`config.mk`:
```
export PLATFORM = sky130hd
export DESIGN_NAME = io_ready_set_priority_picker
export DESIGN_NICKNAME = d
export VERILOG_FILES = /design/src/iorsp_pkg.sv /design/src/io_ready_set_priority_picker.sv /design/src/iorsp_ctrl.sv /design/src/iorsp_dp.sv
export SDC_FILE = /design/constraint.sdc
export NUM_CORES = 1
export LEC_CHECK = 0
export BUFFER_PORTS_ARGS = -buffer_cell sky130_fd_sc_hd__buf_2
export CELL_PAD_IN_SITES_DETAIL_PLACEMENT = 1
export CELL_PAD_IN_SITES_GLOBAL_PLACEMENT = 2
export CORE_MARGIN = 3
export CORE_UTILIZATION = 35
export DETAILED_ROUTE_END_ITERATION = 10
export PLACE_DENSITY_LB_ADDON = 0.1
export SLEW_MARGIN = 40
export SYNTH_ARGS = -nofsm -noshare
export SYNTH_HDL_FRONTEND = slang
export SYNTH_SLANG_ARGS = --single-unit
```
`constraint.sdc`:
```
create_clock -name i_clk -period 4.6 [get_ports i_clk]
set_clock_uncertainty 0.05 [all_clocks]
set_input_delay 0.23 -clock i_clk [delete_from_list [all_inputs] [get_ports i_clk]]
set_output_delay 0.23 -clock i_clk [all_outputs]
set_load 0.01 [all_outputs]
```
`src/iorsp_pkg.sv`:
```
`default_nettype none

package iorsp_pkg;

    // Operation codes carried in the request mode field
    localparam logic [2:0] MODE_SET_NET   = 3'd0;
    localparam logic [2:0] MODE_CLR_NET   = 3'd1;
    localparam logic [2:0] MODE_SET_TOKEN = 3'd2;
    localparam logic [2:0] MODE_CLR_TOKEN = 3'd3;
    localparam logic [2:0] MODE_PICK      = 3'd4;
    localparam logic [2:0] MODE_QUERY_NET = 3'd5;

    // Pick result kinds
    localparam logic [1:0] KIND_NONE  = 2'd0;
    localparam logic [1:0] KIND_NET   = 2'd1;
    localparam logic [1:0] KIND_BLOCK = 2'd2;

    typedef struct packed {
        logic [2:0] mode;
        logic [3:0] net_index_in;
        logic [3:0] block_index_in;
        logic [4:0] token_index_in;
    } t_req;

    typedef struct packed {
        logic [1:0] found_kind;
        logic [3:0] found_net;
        logic [3:0] found_block;
        logic [4:0] found_token;
        logic       queue_is_ready;
        logic       bad_index;
    } t_rsp;

    typedef enum logic [1:0] {
        ST_IDLE,
        ST_READ,
        ST_FINISH
    } t_state;

    typedef struct packed {
        logic load_req;
        logic read_en;
        logic finish;
    } t_dp_cmd;

endpackage

`default_nettype wire

```
`src/io_ready_set_priority_picker.sv`:
```
// A request is loaded, the token memory is read into a register in the read state,
// and the result is registered in the finish state, where the next request may be
// loaded; none is taken in the read state (one read port, write-back at finish).
// A finished result waits in the output register while the next request is taken.
// Reset (synchronous, active low) clears the network bitmap, device summary and the
// token memory valid bits at once; no clearing pass is needed.
`default_nettype none

module io_ready_set_priority_picker #(
    parameter int NET_QUEUES        = 16,
    parameter int BLOCK_DEVICES     = 16,
    parameter int TOKENS_PER_DEVICE = 32
) (
    input  wire             i_clk,
    input  wire             i_rst_n,
    input  wire             i_valid,
    output logic            o_stall,
    input  iorsp_pkg::t_req i_req,
    output logic            o_valid,
    input  wire             i_stall,
    output iorsp_pkg::t_rsp o_result
);
    import iorsp_pkg::*;

    t_dp_cmd cmd;

    iorsp_ctrl u_ctrl (
        .i_clk   (i_clk),
        .i_rst_n (i_rst_n),
        .i_valid (i_valid),
        .o_stall (o_stall),
        .o_valid (o_valid),
        .i_stall (i_stall),
        .o_cmd   (cmd)
    );

    iorsp_dp #(
        .NET_QUEUES        (NET_QUEUES),
        .BLOCK_DEVICES     (BLOCK_DEVICES),
        .TOKENS_PER_DEVICE (TOKENS_PER_DEVICE)
    ) u_dp (
        .i_clk    (i_clk),
        .i_rst_n  (i_rst_n),
        .i_cmd    (cmd),
        .i_req    (i_req),
        .o_result (o_result)
    );

endmodule

`default_nettype wire

```
`src/iorsp_ctrl.sv`:
```
`default_nettype none

module iorsp_ctrl (
    input  wire                i_clk,
    input  wire                i_rst_n,
    input  wire                i_valid,
    output logic               o_stall,
    output logic               o_valid,
    input  wire                i_stall,
    output iorsp_pkg::t_dp_cmd o_cmd
);
    import iorsp_pkg::*;

    t_state r_state;
    t_state n_state;
    logic   r_out_valid;
    logic   n_out_valid;
    logic   load_ok;

    // Result register is free or being drained this cycle
    assign load_ok = !r_out_valid || !i_stall;

    always_comb begin
        n_state = r_state;
        unique case (r_state)
            ST_IDLE: begin
                if (i_valid) begin
                    n_state = ST_READ;
                end
            end
            ST_READ: begin
                n_state = ST_FINISH;
            end
            ST_FINISH: begin
                if (load_ok) begin
                    n_state = i_valid ? ST_READ : ST_IDLE;
                end
            end
            default: begin
                n_state = ST_IDLE;
            end
        endcase
    end

    always_comb begin
        o_cmd   = '0;
        o_stall = 1'b1;
        unique case (r_state)
            ST_IDLE: begin
                o_stall        = 1'b0;
                o_cmd.load_req = i_valid;
            end
            ST_READ: begin
                o_cmd.read_en = 1'b1;
            end
            ST_FINISH: begin
                if (load_ok) begin
                    o_stall        = 1'b0;
                    o_cmd.finish   = 1'b1;
                    o_cmd.load_req = i_valid;
                end
            end
            default: begin
                o_stall = 1'b1;
            end
        endcase
    end

    always_comb begin
        n_out_valid = r_out_valid;
        if (o_cmd.finish) begin
            n_out_valid = 1'b1;
        end else if (r_out_valid && !i_stall) begin
            n_out_valid = 1'b0;
        end
    end

    always_ff @(posedge i_clk) begin
        if (!i_rst_n) begin
            r_state     <= ST_IDLE;
            r_out_valid <= 1'b0;
        end else begin
            r_state     <= n_state;
            r_out_valid <= n_out_valid;
        end
    end

    assign o_valid = r_out_valid;

endmodule

`default_nettype wire

```
`src/iorsp_dp.sv`:
```
`default_nettype none

module iorsp_dp #(
    parameter int NET_QUEUES        = 16,
    parameter int BLOCK_DEVICES     = 16,
    parameter int TOKENS_PER_DEVICE = 32
) (
    input  wire                i_clk,
    input  wire                i_rst_n,
    input  iorsp_pkg::t_dp_cmd i_cmd,
    input  iorsp_pkg::t_req    i_req,
    output iorsp_pkg::t_rsp    o_result
);
    import iorsp_pkg::*;

    localparam int NW = (NET_QUEUES > 1) ? $clog2(NET_QUEUES) : 1;
    localparam int DW = (BLOCK_DEVICES > 1) ? $clog2(BLOCK_DEVICES) : 1;
    localparam int TW = (TOKENS_PER_DEVICE > 1) ? $clog2(TOKENS_PER_DEVICE) : 1;

    t_req                         r_req;
    t_rsp                         r_result;
    t_rsp                         n_result;
    logic [NET_QUEUES-1:0]        r_net_bits;
    logic [NET_QUEUES-1:0]        n_net_bits;
    logic [BLOCK_DEVICES-1:0]     r_dev_nonzero;
    logic [BLOCK_DEVICES-1:0]     r_entry_valid;
    logic [TOKENS_PER_DEVICE-1:0] r_mem [BLOCK_DEVICES];
    logic [TOKENS_PER_DEVICE-1:0] r_rd_data;
    logic                         r_rd_valid;
    logic [DW-1:0]                r_pick_dev;
    logic                         r_pick_any;

    logic                         is_net_op;
    logic                         is_tok_op;
    logic                         net_bad;
    logic                         tok_bad;
    logic                         bad;
    logic [NW-1:0]                net_addr;
    logic [DW-1:0]                blk_addr;
    logic [TW-1:0]                tok_addr;
    logic [DW-1:0]                rd_addr;
    logic [DW-1:0]                dev_enc;
    logic [NW-1:0]                net_enc;
    logic [TW-1:0]                tok_enc;
    logic [TOKENS_PER_DEVICE-1:0] word;
    logic [TOKENS_PER_DEVICE-1:0] tok_mask;
    logic [TOKENS_PER_DEVICE-1:0] new_word;
    logic                         tok_write;

    assign is_net_op = (r_req.mode == MODE_SET_NET) || (r_req.mode == MODE_CLR_NET)
                    || (r_req.mode == MODE_QUERY_NET);
    assign is_tok_op = (r_req.mode == MODE_SET_TOKEN) || (r_req.mode == MODE_CLR_TOKEN);

    assign net_bad = 32'(r_req.net_index_in) >= NET_QUEUES;
    assign tok_bad = (32'(r_req.block_index_in) >= BLOCK_DEVICES)
                  || (32'(r_req.token_index_in) >= TOKENS_PER_DEVICE);
    assign bad     = (is_net_op && net_bad) || (is_tok_op && tok_bad);

    assign net_addr = NW'(r_req.net_index_in);
    assign blk_addr = DW'(r_req.block_index_in);
    assign tok_addr = TW'(r_req.token_index_in);

    // Lowest set bit searches
    always_comb begin
        dev_enc = '0;
        for (int i = BLOCK_DEVICES - 1; i >= 0; i--) begin
            if (r_dev_nonzero[i]) begin
                dev_enc = DW'(i);
            end
        end
    end

    always_comb begin
        net_enc = '0;
        for (int i = NET_QUEUES - 1; i >= 0; i--) begin
            if (r_net_bits[i]) begin
                net_enc = NW'(i);
            end
        end
    end

    always_comb begin
        tok_enc = '0;
        for (int i = TOKENS_PER_DEVICE - 1; i >= 0; i--) begin
            if (word[i]) begin
                tok_enc = TW'(i);
            end
        end
    end

    always_comb begin
        for (int i = 0; i < TOKENS_PER_DEVICE; i++) begin
            tok_mask[i] = (tok_addr == TW'(i));
        end
    end

    // An entry never written reads as zero
    assign word      = r_rd_valid ? r_rd_data : '0;
    assign new_word  = (r_req.mode == MODE_SET_TOKEN) ? (word | tok_mask) : (word & ~tok_mask);
    assign tok_write = i_cmd.finish && is_tok_op && !tok_bad;
    assign rd_addr   = is_tok_op ? blk_addr : dev_enc;

    always_comb begin
        n_net_bits = r_net_bits;
        n_result   = '0;
        n_result.bad_index = bad;
        priority case (1'b1)
            bad: begin
                n_result.bad_index = 1'b1;
            end
            (r_req.mode == MODE_SET_NET): begin
                n_net_bits[net_addr] = 1'b1;
            end
            (r_req.mode == MODE_CLR_NET): begin
                n_net_bits[net_addr] = 1'b0;
            end
            (r_req.mode == MODE_QUERY_NET): begin
                n_result.queue_is_ready = r_net_bits[net_addr];
            end
            (r_req.mode == MODE_PICK): begin
                if (|r_net_bits) begin
                    n_result.found_kind = KIND_NET;
                    n_result.found_net  = 4'(net_enc);
                end else if (r_pick_any) begin
                    n_result.found_kind  = KIND_BLOCK;
                    n_result.found_block = 4'(r_pick_dev);
                    n_result.found_token = 5'(tok_enc);
                end else begin
                    n_result.found_kind = KIND_NONE;
                end
            end
            default: begin
                n_result = '0;
            end
        endcase
    end

    always_ff @(posedge i_clk) begin
        if (i_cmd.load_req) begin
            r_req <= i_req;
        end
        if (i_cmd.read_en) begin
            r_rd_data  <= r_mem[rd_addr];
            r_rd_valid <= r_entry_valid[rd_addr];
            r_pick_dev <= dev_enc;
            r_pick_any <= |r_dev_nonzero;
        end
        if (tok_write) begin
            r_mem[blk_addr] <= new_word;
        end
        if (i_cmd.finish) begin
            r_result <= n_result;
        end
    end

    always_ff @(posedge i_clk) begin
        if (!i_rst_n) begin
            r_net_bits    <= '0;
            r_dev_nonzero <= '0;
            r_entry_valid <= '0;
        end else if (i_cmd.finish) begin
            r_net_bits <= n_net_bits;
            if (tok_write) begin
                r_entry_valid[blk_addr] <= 1'b1;
                r_dev_nonzero[blk_addr] <= |new_word;
            end
        end
    end

    assign o_result = r_result;

endmodule

`default_nettype wire

```
==> results of run 1 <==
[layout make-up]
class | count | area [µm²]
sequential | 633 | 18500
antenna | 1 | 2.50
clock inverter | 31 | 275
fill | 7593 | 44700
timing repair buffer | 148 | 1200
inverter | 14 | 52.6
clock buffer | 101 | 2060
multi-input combinational | 990 | 7990
tap | 1030 | 1290
[registers in the layout (all words and copies together), names as in the netlist, named ones only]
signal	flops
u_dp.r_rd_valid	1
u_dp.r_rd_data	32
u_dp.r_entry_valid	16
u_dp.r_pick_dev	4
u_dp.r_dev_nonzero	16
u_dp.r_req	3
u_dp.net_addr	4
u_dp.r_mem	512
u_dp.blk_addr	4
u_ctrl.o_valid	1
u_ctrl.r_state	2
u_dp.tok_addr	5
u_dp.r_pick_any	1
u_dp.o_result	16
[layer usage]
layer  vias up  share of wire
li1       7387              -
met1      8667           0.47
met2       303           0.47
met3        83          0.038
met4         0          0.016
met5         -              0
[through the flow]
| stage | hold WS, ps | setup WS [ps] | utilization | area [µm²] | power (mW) |
|---|---|---|---|---|---|
| 2_1_floorplan | 279 | 599 | - | 27000 | 7.04 |
| 3_3_place_gp | 357 | 1070 | 0.379 | 28800 | 7.33 |
| 3_5_place_dp | 359 | 1020 | 0.379 | 28800 | 7.35 |
| 4_1_cts | 73.7 | 1000 | 0.412 | 31300 | 13.1 |
| 5_1_grt | 93.7 | 883 | 0.412 | 31400 | 13.4 |
| 6_report | 96.1 | 1130 | 0.412 | 31400 | 12.9 |
[power groups by stage]
stage	clock network, mW	logic (mW)	registers (mW)
finish	5.67	0.847	6.38
global route	6.08	0.928	6.38
CTS	5.85	0.859	6.38
detailed placement	0	0.845	6.50
global placement	0	0.829	6.50
floorplan	0	0.572	6.47
[what timing repair did]
item                                   in CTS  in global routing
setup buffers                               0                  0
endpoints found under the hold margin      18                  0
resized for setup                           0                  0
hold buffers                               18                  0
[cell usage after synthesis (15+ instances only)]
cell type | count | share of area
dfxtp_1 | 51 | 0.038
a21boi_0 | 15 | 0.0042
mux2i_1 | 184 | 0.068
mux4_2 | 37 | 0.031
nor2b_1 | 16 | 0.0037
nand3_1 | 27 | 0.0050
edfxtp_1 | 582 | 0.65
a211oi_1 | 70 | 0.020
buf_2 | 35 | 0.0065
nand2_1 | 133 | 0.019
o41a_1 | 31 | 0.013
o21a_1 | 16 | 0.0045
clkbuf_1 | 70 | 0.0098
nor3_1 | 81 | 0.015
o211a_1 | 16 | 0.0059
a221oi_1 | 115 | 0.037
and3_1 | 34 | 0.0079
o31ai_1 | 16 | 0.0045
nor2_1 | 57 | 0.0079
a21oi_1 | 15 | 0.0028
[kinds of logic after synthesis]
kind of cell	count (synthesis)
DFF	633
and+or+nand+nor	397
AOI/OAI and AO/OA	367
muxes	225
buffers and inverters	147
other	1
[critical path: cells and delay by family (launching register included)]
family          cells  cell delay [ps]
mux                 1              130
buf+inv             2              890
simple gates        3              960
compound gates      3              700
flops               1              450
[worst max path at each step]
stage / start / endpoint / slack [ps] / cells past startpoint
floorplan: u_ctrl.r_state[0]$_SDFFE_PN0P_ / u_dp.r_mem[3][0]$_DFFE_PP_ / 600 / 5
global placement: u_dp.r_req[15]$_DFFE_PP_ / u_dp.r_rd_data[30]$_DFFE_PN_ / 1070 / 8
detailed placement: u_dp.r_req[15]$_DFFE_PP_ / u_dp.r_rd_data[30]$_DFFE_PN_ / 1020 / 8
CTS: u_dp.r_req[15]$_DFFE_PP_ / u_dp.r_rd_data[30]$_DFFE_PN_ / 1000 / 8
global route: u_dp.r_req[15]$_DFFE_PP_ / u_dp.r_rd_data[30]$_DFFE_PN_ / 880 / 9
finish: u_dp.r_req[15]$_DFFE_PP_ / u_dp.r_rd_data[30]$_DFFE_PN_ / 1130 / 9
==> summary.txt, run 1 <==
Run status
  • Outcome: complete, no violations

Synthesis
  • Simple-Gate Fraction of Synth Area: 0.0704
  • Synth Register Bits: 633
  • Synthesized area: 26900 µm²
  • FFs w/ async S/R, synth: 0
  • Mux cell area share after synthesis: 0.101
  • Compound-gate portion of the synthesized area: 0.115
  • Synth Area in XOR/XNOR: 0
  • Syn nets: 1790
  • Largest family of logic cells by synthesized area: compound AO/OA/AOI/OAI gates
  • Post-synth EDFFs: 582
  • Yosys synthesis warning count: 0
  • Yosys cell types: 58
  • Ys flop type: edfxtp_1
  • Synth Area in Adders: 0
  • Cell count after synthesis: 1770
  • Sequential share of the synthesized area: 0.687
  • Post-synthesis average cell area: 15.2 µm²

Setup path
  • CP max FO: 32
  • Req. time, crit path: 4880 ps
  • CP cell instances: nand2b_1, nor2_1, a21oi_4, buf_4, and2_4, buf_4, mux2i_1, a2111oi_0, a211oi_1
  • R2r startpoint: u_dp.r_req[15]$_DFFE_PP_
  • Critical path's largest stage delay: 500 ps
  • R2R depth: 9
  • CP Data Arrival Time: 3750 ps
  • Type of origin of the critical path: flop
  • Reg-to-reg endpoint: u_dp.r_rd_data[30]$_DFFE_PN_
  • Most used cell, CP: buf_4
  • CP endpoint kind: flop
  • Crit path kind: reg2reg
  • CP max stage cell: nand2b_1
  • Reg2reg setup slack: 1130 ps

Global routing
  • Gr ovfl total: 0
  • Vias in the first global route: 17268
  • Overall routing resource usage: 0.191
  • Met1 Use GR: 0.274
  • Most Used Layer, Global Route: met2
  • Pin count of the biggest net entering global routing: 72
  • Met3 Use GR: 0.0269
  • First-pass GRT wire length: 116000 µm
  • Initial antenna violation count: 4
  • Met2 Usage GRT: 0.310

Routing
  • DRC: 0
  • Routed Antenna Nets: 0
  • WL final: 77100 µm
  • Drt pass-1 iters: 7
  • Post-DR wirelength/cell: 26.2 µm
  • Initial DRC Count: 1109
  • DR vias: 16440
  • Vias/cell: 5.58

Power
  • Reg power frac: 0.495
  • Switching Share: 0.221
  • Maximum VDD drop: 0.000278 V
  • Internal power: 10.0 mW
  • P per Cell Area: 411 nW/µm²
  • Clock share of power: 0.440
  • Net Switching: 2.86 mW
  • Combinational fraction of design power: 0.066
  • Leakage: 10.5 nW

Hold path
  • Worst min path class: in2reg
  • Hold Crit Endpoint: u_dp.r_entry_valid[14]$_SDFFE_PN0P_
  • Hold path start: i_rst_n
  • Worst hold stages: 2

Timing
  • Post-route setup TNS: 0 ps
  • Slew HR: 0.424
  • # setup viols final: 0
  • Worst slew pin tran: 858 ps
  • Final Critical Period: 3470 ps
  • RSZ-0062 raised after global routing: false
  • Endpoints failing hold: 0
  • Pins over their slew limit: 0
  • Final period utilization: 0.754
  • Fmax: 288 MHz

Clock network
  • Clock Latency Late Sink: 610 ps
  • CTS Buf Count: 75
  • CTS tree: yes
  • Root buffer cell: clkbuf_16
  • Clock H-tree levels: 3
  • CTS Sinks: 633
  • Clk buf depth: 3
  • Clock transition at path regs: 50 ps

Final layout
  • Commonest non-fill, non-tap cell in the layout: edfxtp_1
  • Finished Layout Cells: 2948
  • Syn-to-layout area delta: 16.4%
  • Share of layout cells above drive strength 1: 0.163
  • Most frequent cells in the layout: edfxtp_1 (582), mux2i_1 (182), nand2_1 (133)
  • Layout Nets: 1882

Floorplan
  • Initial Utilization: 0.354
  • Area of the core: 76100 µm²
  • Site row count: 101
  • DIE WIDTH: 283 µm
  • Die Y-Extent: 283 µm
  • Die ar.: 80300 µm²
  • Ports: 39

Placed design
  • IO Port Bufs: 37
  • HPWL after detailed placement: 44600 µm
  • Placed cells: 2796
  • Routability cong.: 0.747

Run
  • MaxCap Viol Count: 0
Note: power is estimated with default switching activity, not from simulation.
==> run 2: changes to the inputs <==
ABC_AREA = 1   (was unset)
clock period = 3 ns   (was 4.6 ns; I/O delays follow)
==> run 2 against run 1 <==
  * Worst setup slack worse by 950 ps
  * Cell count grew 21%
  * Cell area increased by 2.5%
  * Count of clock-buffer cells in the layout shrank 9
  * Sequential power up 53%
  * Synthesized cell count increased by 35%
  * Routed wire length is 7.8% higher
  * Sequential share of layout area fell by 1.5 points
  * First-iteration DRC count rose by 5.0%
  * Global-route usage is 1.3 points higher
  * Combinational power rose by 55%
  * Sequential cell count did not move
==> summary.txt, run 2 <==
Placed design
  • Placed cells: 3385 (+21%)
  • IO Port Bufs: 37 (unchanged)
  • Routability cong.: 0.881 (+18%)
  • HPWL after detailed placement: 47300 µm (+5.9%)

Routing
  • Vias/cell: 5.19 (-6.9%)
  • Initial DRC Count: 1164 (+5.0%)
  • DR vias: 18501 (+13%)
  • Drt pass-1 iters: 5 (-2)
  • WL final: 83200 µm (+7.8%)
  • Post-DR wirelength/cell: 23.3 µm (-11%)
  • DRC: 0 (unchanged)
  • Routed Antenna Nets: 0 (unchanged)

Floorplan
  • Die ar.: 79600 µm² (-0.93%)
  • Site row count: 100 (-0.99%)
  • Ports: 39 (unchanged)
  • Die Y-Extent: 282 µm (-0.46%)
  • Area of the core: 74900 µm² (-1.5%)
  • Initial Utilization: 0.356 (+0.00194)
  • DIE WIDTH: 282 µm (-0.46%)

Synthesis
  • Ys flop type: edfxtp_1
  • Synthesized area: 26700 µm² (-0.94%)
  • Syn nets: 2402 (+34%)
  • FFs w/ async S/R, synth: 0 (unchanged)
  • Yosys synthesis warning count: 0 (unchanged)
  • Synth top area share: 0.655 (+0.00617)
  • Top cells by area, synth: edfxtp_1 (65%), inv_1 (5.4%), nand2_1 (4.7%), o21ai_0 (3.9%), dfxtp_1 (3.8%)
  • Yosys cell types: 38 (-34%)
  • Synth area leader: edfxtp_1
  • Post-synthesis average cell area: 11.2 µm² (-26%)
  • Post-synth EDFFs: 582 (unchanged)
  • Sequential share of the synthesized area: 0.693 (+0.00653)
  • Top-count cell post-synth: edfxtp_1
  • Cell count after synthesis: 2382 (+35%)
  • Most frequent cells after synthesis: edfxtp_1 (582), inv_1 (385), nand2_1 (337)
  • Synth Register Bits: 633 (unchanged)

Setup path
  • Type of origin of the critical path: flop
  • R2r startpoint: u_dp.r_dev_nonzero[15]$_SDFFE_PN0P_
  • Reg2reg setup slack: 180 ps (-950 ps)
  • CP max FO: 7 (-78%)
  • Req. time, crit path: 3310 ps (-1570 ps)
  • Reg-to-reg endpoint: u_dp.r_rd_data[30]$_DFFE_PN_
  • CP endpoint kind: flop
  • R2R depth: 21 (+12)
  • Crit path kind: reg2reg
  • Crit path from: u_dp.r_dev_nonzero[15]$_SDFFE_PN0P_
  • CP Data Arrival Time: 3130 ps (-620 ps)

Final layout
  • Commonest non-fill, non-tap cell in the layout: edfxtp_1
  • Share of layout cells above drive strength 1: 0.130 (-0.0331)
  • Largest regs: u_dp.r_mem x512, u_dp.r_rd_data x32
  • Finished Layout Cells: 3565 (+21%)
  • Max reg flops: 512 (unchanged)
  • Most flops, register: u_dp.r_mem
  • Most frequent cells in the layout: edfxtp_1 (582), inv_1 (382), nand2_1 (329)
  • Layout Nets: 2562 (+36%)
  • ANT cells: 0 (-1)
  • Syn-to-layout area delta: 20.5%

Power
  • Maximum VDD drop: 0.000494 V (+78%)
  • Net Switching: 4.50 mW (+58%)
  • Combinational fraction of design power: 0.068 (+0.002)
  • Leakage: 11.9 nW (+13%)
  • P per Cell Area: 601 nW/µm² (+46%)
  • Reg power frac: 0.505 (+0.010)
  • Clock share of power: 0.428 (-0.012)
  • Internal power: 14.8 mW (+48%)
  • Switching Share: 0.233 (+0.0115)

Clock network
  • CTS tree: yes
  • CTS Sinks: 633 (unchanged)
  • CTS Buf Count: 72 (-4.0%)
  • Clock H-tree levels: 3 (unchanged)
  • Clk buf depth: 3 (unchanged)
  • Clock transition at path regs: 60 ps (about the same)
  • Root buffer cell: clkbuf_16
  • Clock Latency Late Sink: 610 ps (about the same)

Timing
  • Final Critical Period: 2820 ps (-650 ps)
  • Worst slew pin tran: 813 ps (-44.8 ps)
  • Hold Slack: 203 ps (+107 ps)
  • Endpoints failing hold: 0 (unchanged)
  • Pins over their slew limit: 0 (unchanged)
  • Final period utilization: 0.940 (+0.186)
  • Fmax: 355 MHz (+23%)
  • RSZ-0062 raised after global routing: true
  • Slew HR: 0.457 (+0.0332)
  • # setup viols final: 0 (unchanged)

Global routing
  • Initial antenna violation count: 1 (-3)
  • Gr ovfl total: 0 (unchanged)
  • First-pass GRT wire length: 120000 µm (+3.7%)
  • Vias in the first global route: 18472 (+7.0%)
  • Pin count of the biggest net entering global routing: 57 (-21%)
  • Overall routing resource usage: 0.204 (+0.0126)

Run status
  • Outcome: complete, no violations

Hold path
  • Hold path start: i_req[10]
  • Hold Crit Endpoint: u_dp.net_addr[1]$_DFFE_PP_
  • Worst hold stages: 2 (unchanged)
  • Worst min path class: in2reg

Run
  • MaxCap Viol Count: 0 (unchanged)
run 2: through the flow:
step                      instance area, µm²   util  setup TNS, ps  setup slack, ps  power (mW)
after detailed placement               29100  0.388           -150             -105        11.1
after floorplan                        26700      -         -40740             -158        10.6
after global placement                 29100  0.388           -288             -154        11.1
after global routing                   32200  0.429              0            0.952        20.1
after CTS                              31500  0.420              0             61.4        19.5
final                                  32200  0.429              0              181        19.3
run 2: final cells by class:
type / count / area, µm²
flip-flops and latches: 633 / 18500
clock inverters: 36 / 265
repair buffers: 210 / 2460
inverters: 387 / 1450
well taps: 969 / 1210
fillers: 7990 / 42800
multi-input cells: 1238 / 6370
clock buffers: 92 / 1900
run 2: logic make-up (layout without fill, tap and decap cells):
group           count (synthesis)  after routing  synth area share
compound gates                566            566             0.122
buf+inv                       511            725            0.0778
flops                         633            633             0.693
other cells                     1              1          0.000141
simple gates                  671            671             0.107
run 2: how the worst max path moves through the flow:
stage | endpoint
after floorplan | u_dp.r_mem[8][0]$_DFFE_PP_
after global placement | u_dp.o_result[2]$_SDFFCE_PP0P_
after detailed placement | u_dp.o_result[2]$_SDFFCE_PP0P_
after CTS | u_dp.r_dev_nonzero[9]$_SDFFE_PN0P_
after global routing | u_dp.o_result[2]$_SDFFCE_PP0P_
final | u_dp.r_rd_data[30]$_DFFE_PN_
run 2: critical path, cell delays in order, from the launching register on:
cell and delay, ps:
dfxtp_2 320, inv_1 60, o21ai_2 100, a21oi_1 70, o21ai_1 130, a21oi_1 90, o21ai_1 120, nand2_1 70
nand2_1 60, nand2_1 60, a21oi_2 180, nand2_1 110, o21ai_4 110, buf_12 170, buf_12 160, buf_8 140
buf_8 120, a21oi_1 60, o21ai_0 100, nand3_1 110, nand3_1 120, nand2_2 70
run 2: layer usage:
layer,up-vias,share of wire,track usage
li1,8667,-,-
met5,-,0,0
met1,9372,0.46,0.283
met2,351,0.48,0.338
met3,111,0.040,0.0249
met4,0,0.023,0.0561
run 2: timing repair:
item,in CTS,in global routing
pin swaps,0,10
hold buffers,19,0
resized for setup,0,58
cloned,0,12
setup endpoints to repair,9,39
hold endpoints to repair,38,0
setup buffers,3,17
run 2: power groups by stage:
stage	clock (mW)	combinational, mW	sequential (mW)
detailed placement	0	1.17	9.94
CTS	8.51	1.20	9.76
finish	8.26	1.31	9.76
floorplan	0	0.688	9.92
global placement	0	1.15	9.94
global route	8.88	1.45	9.76
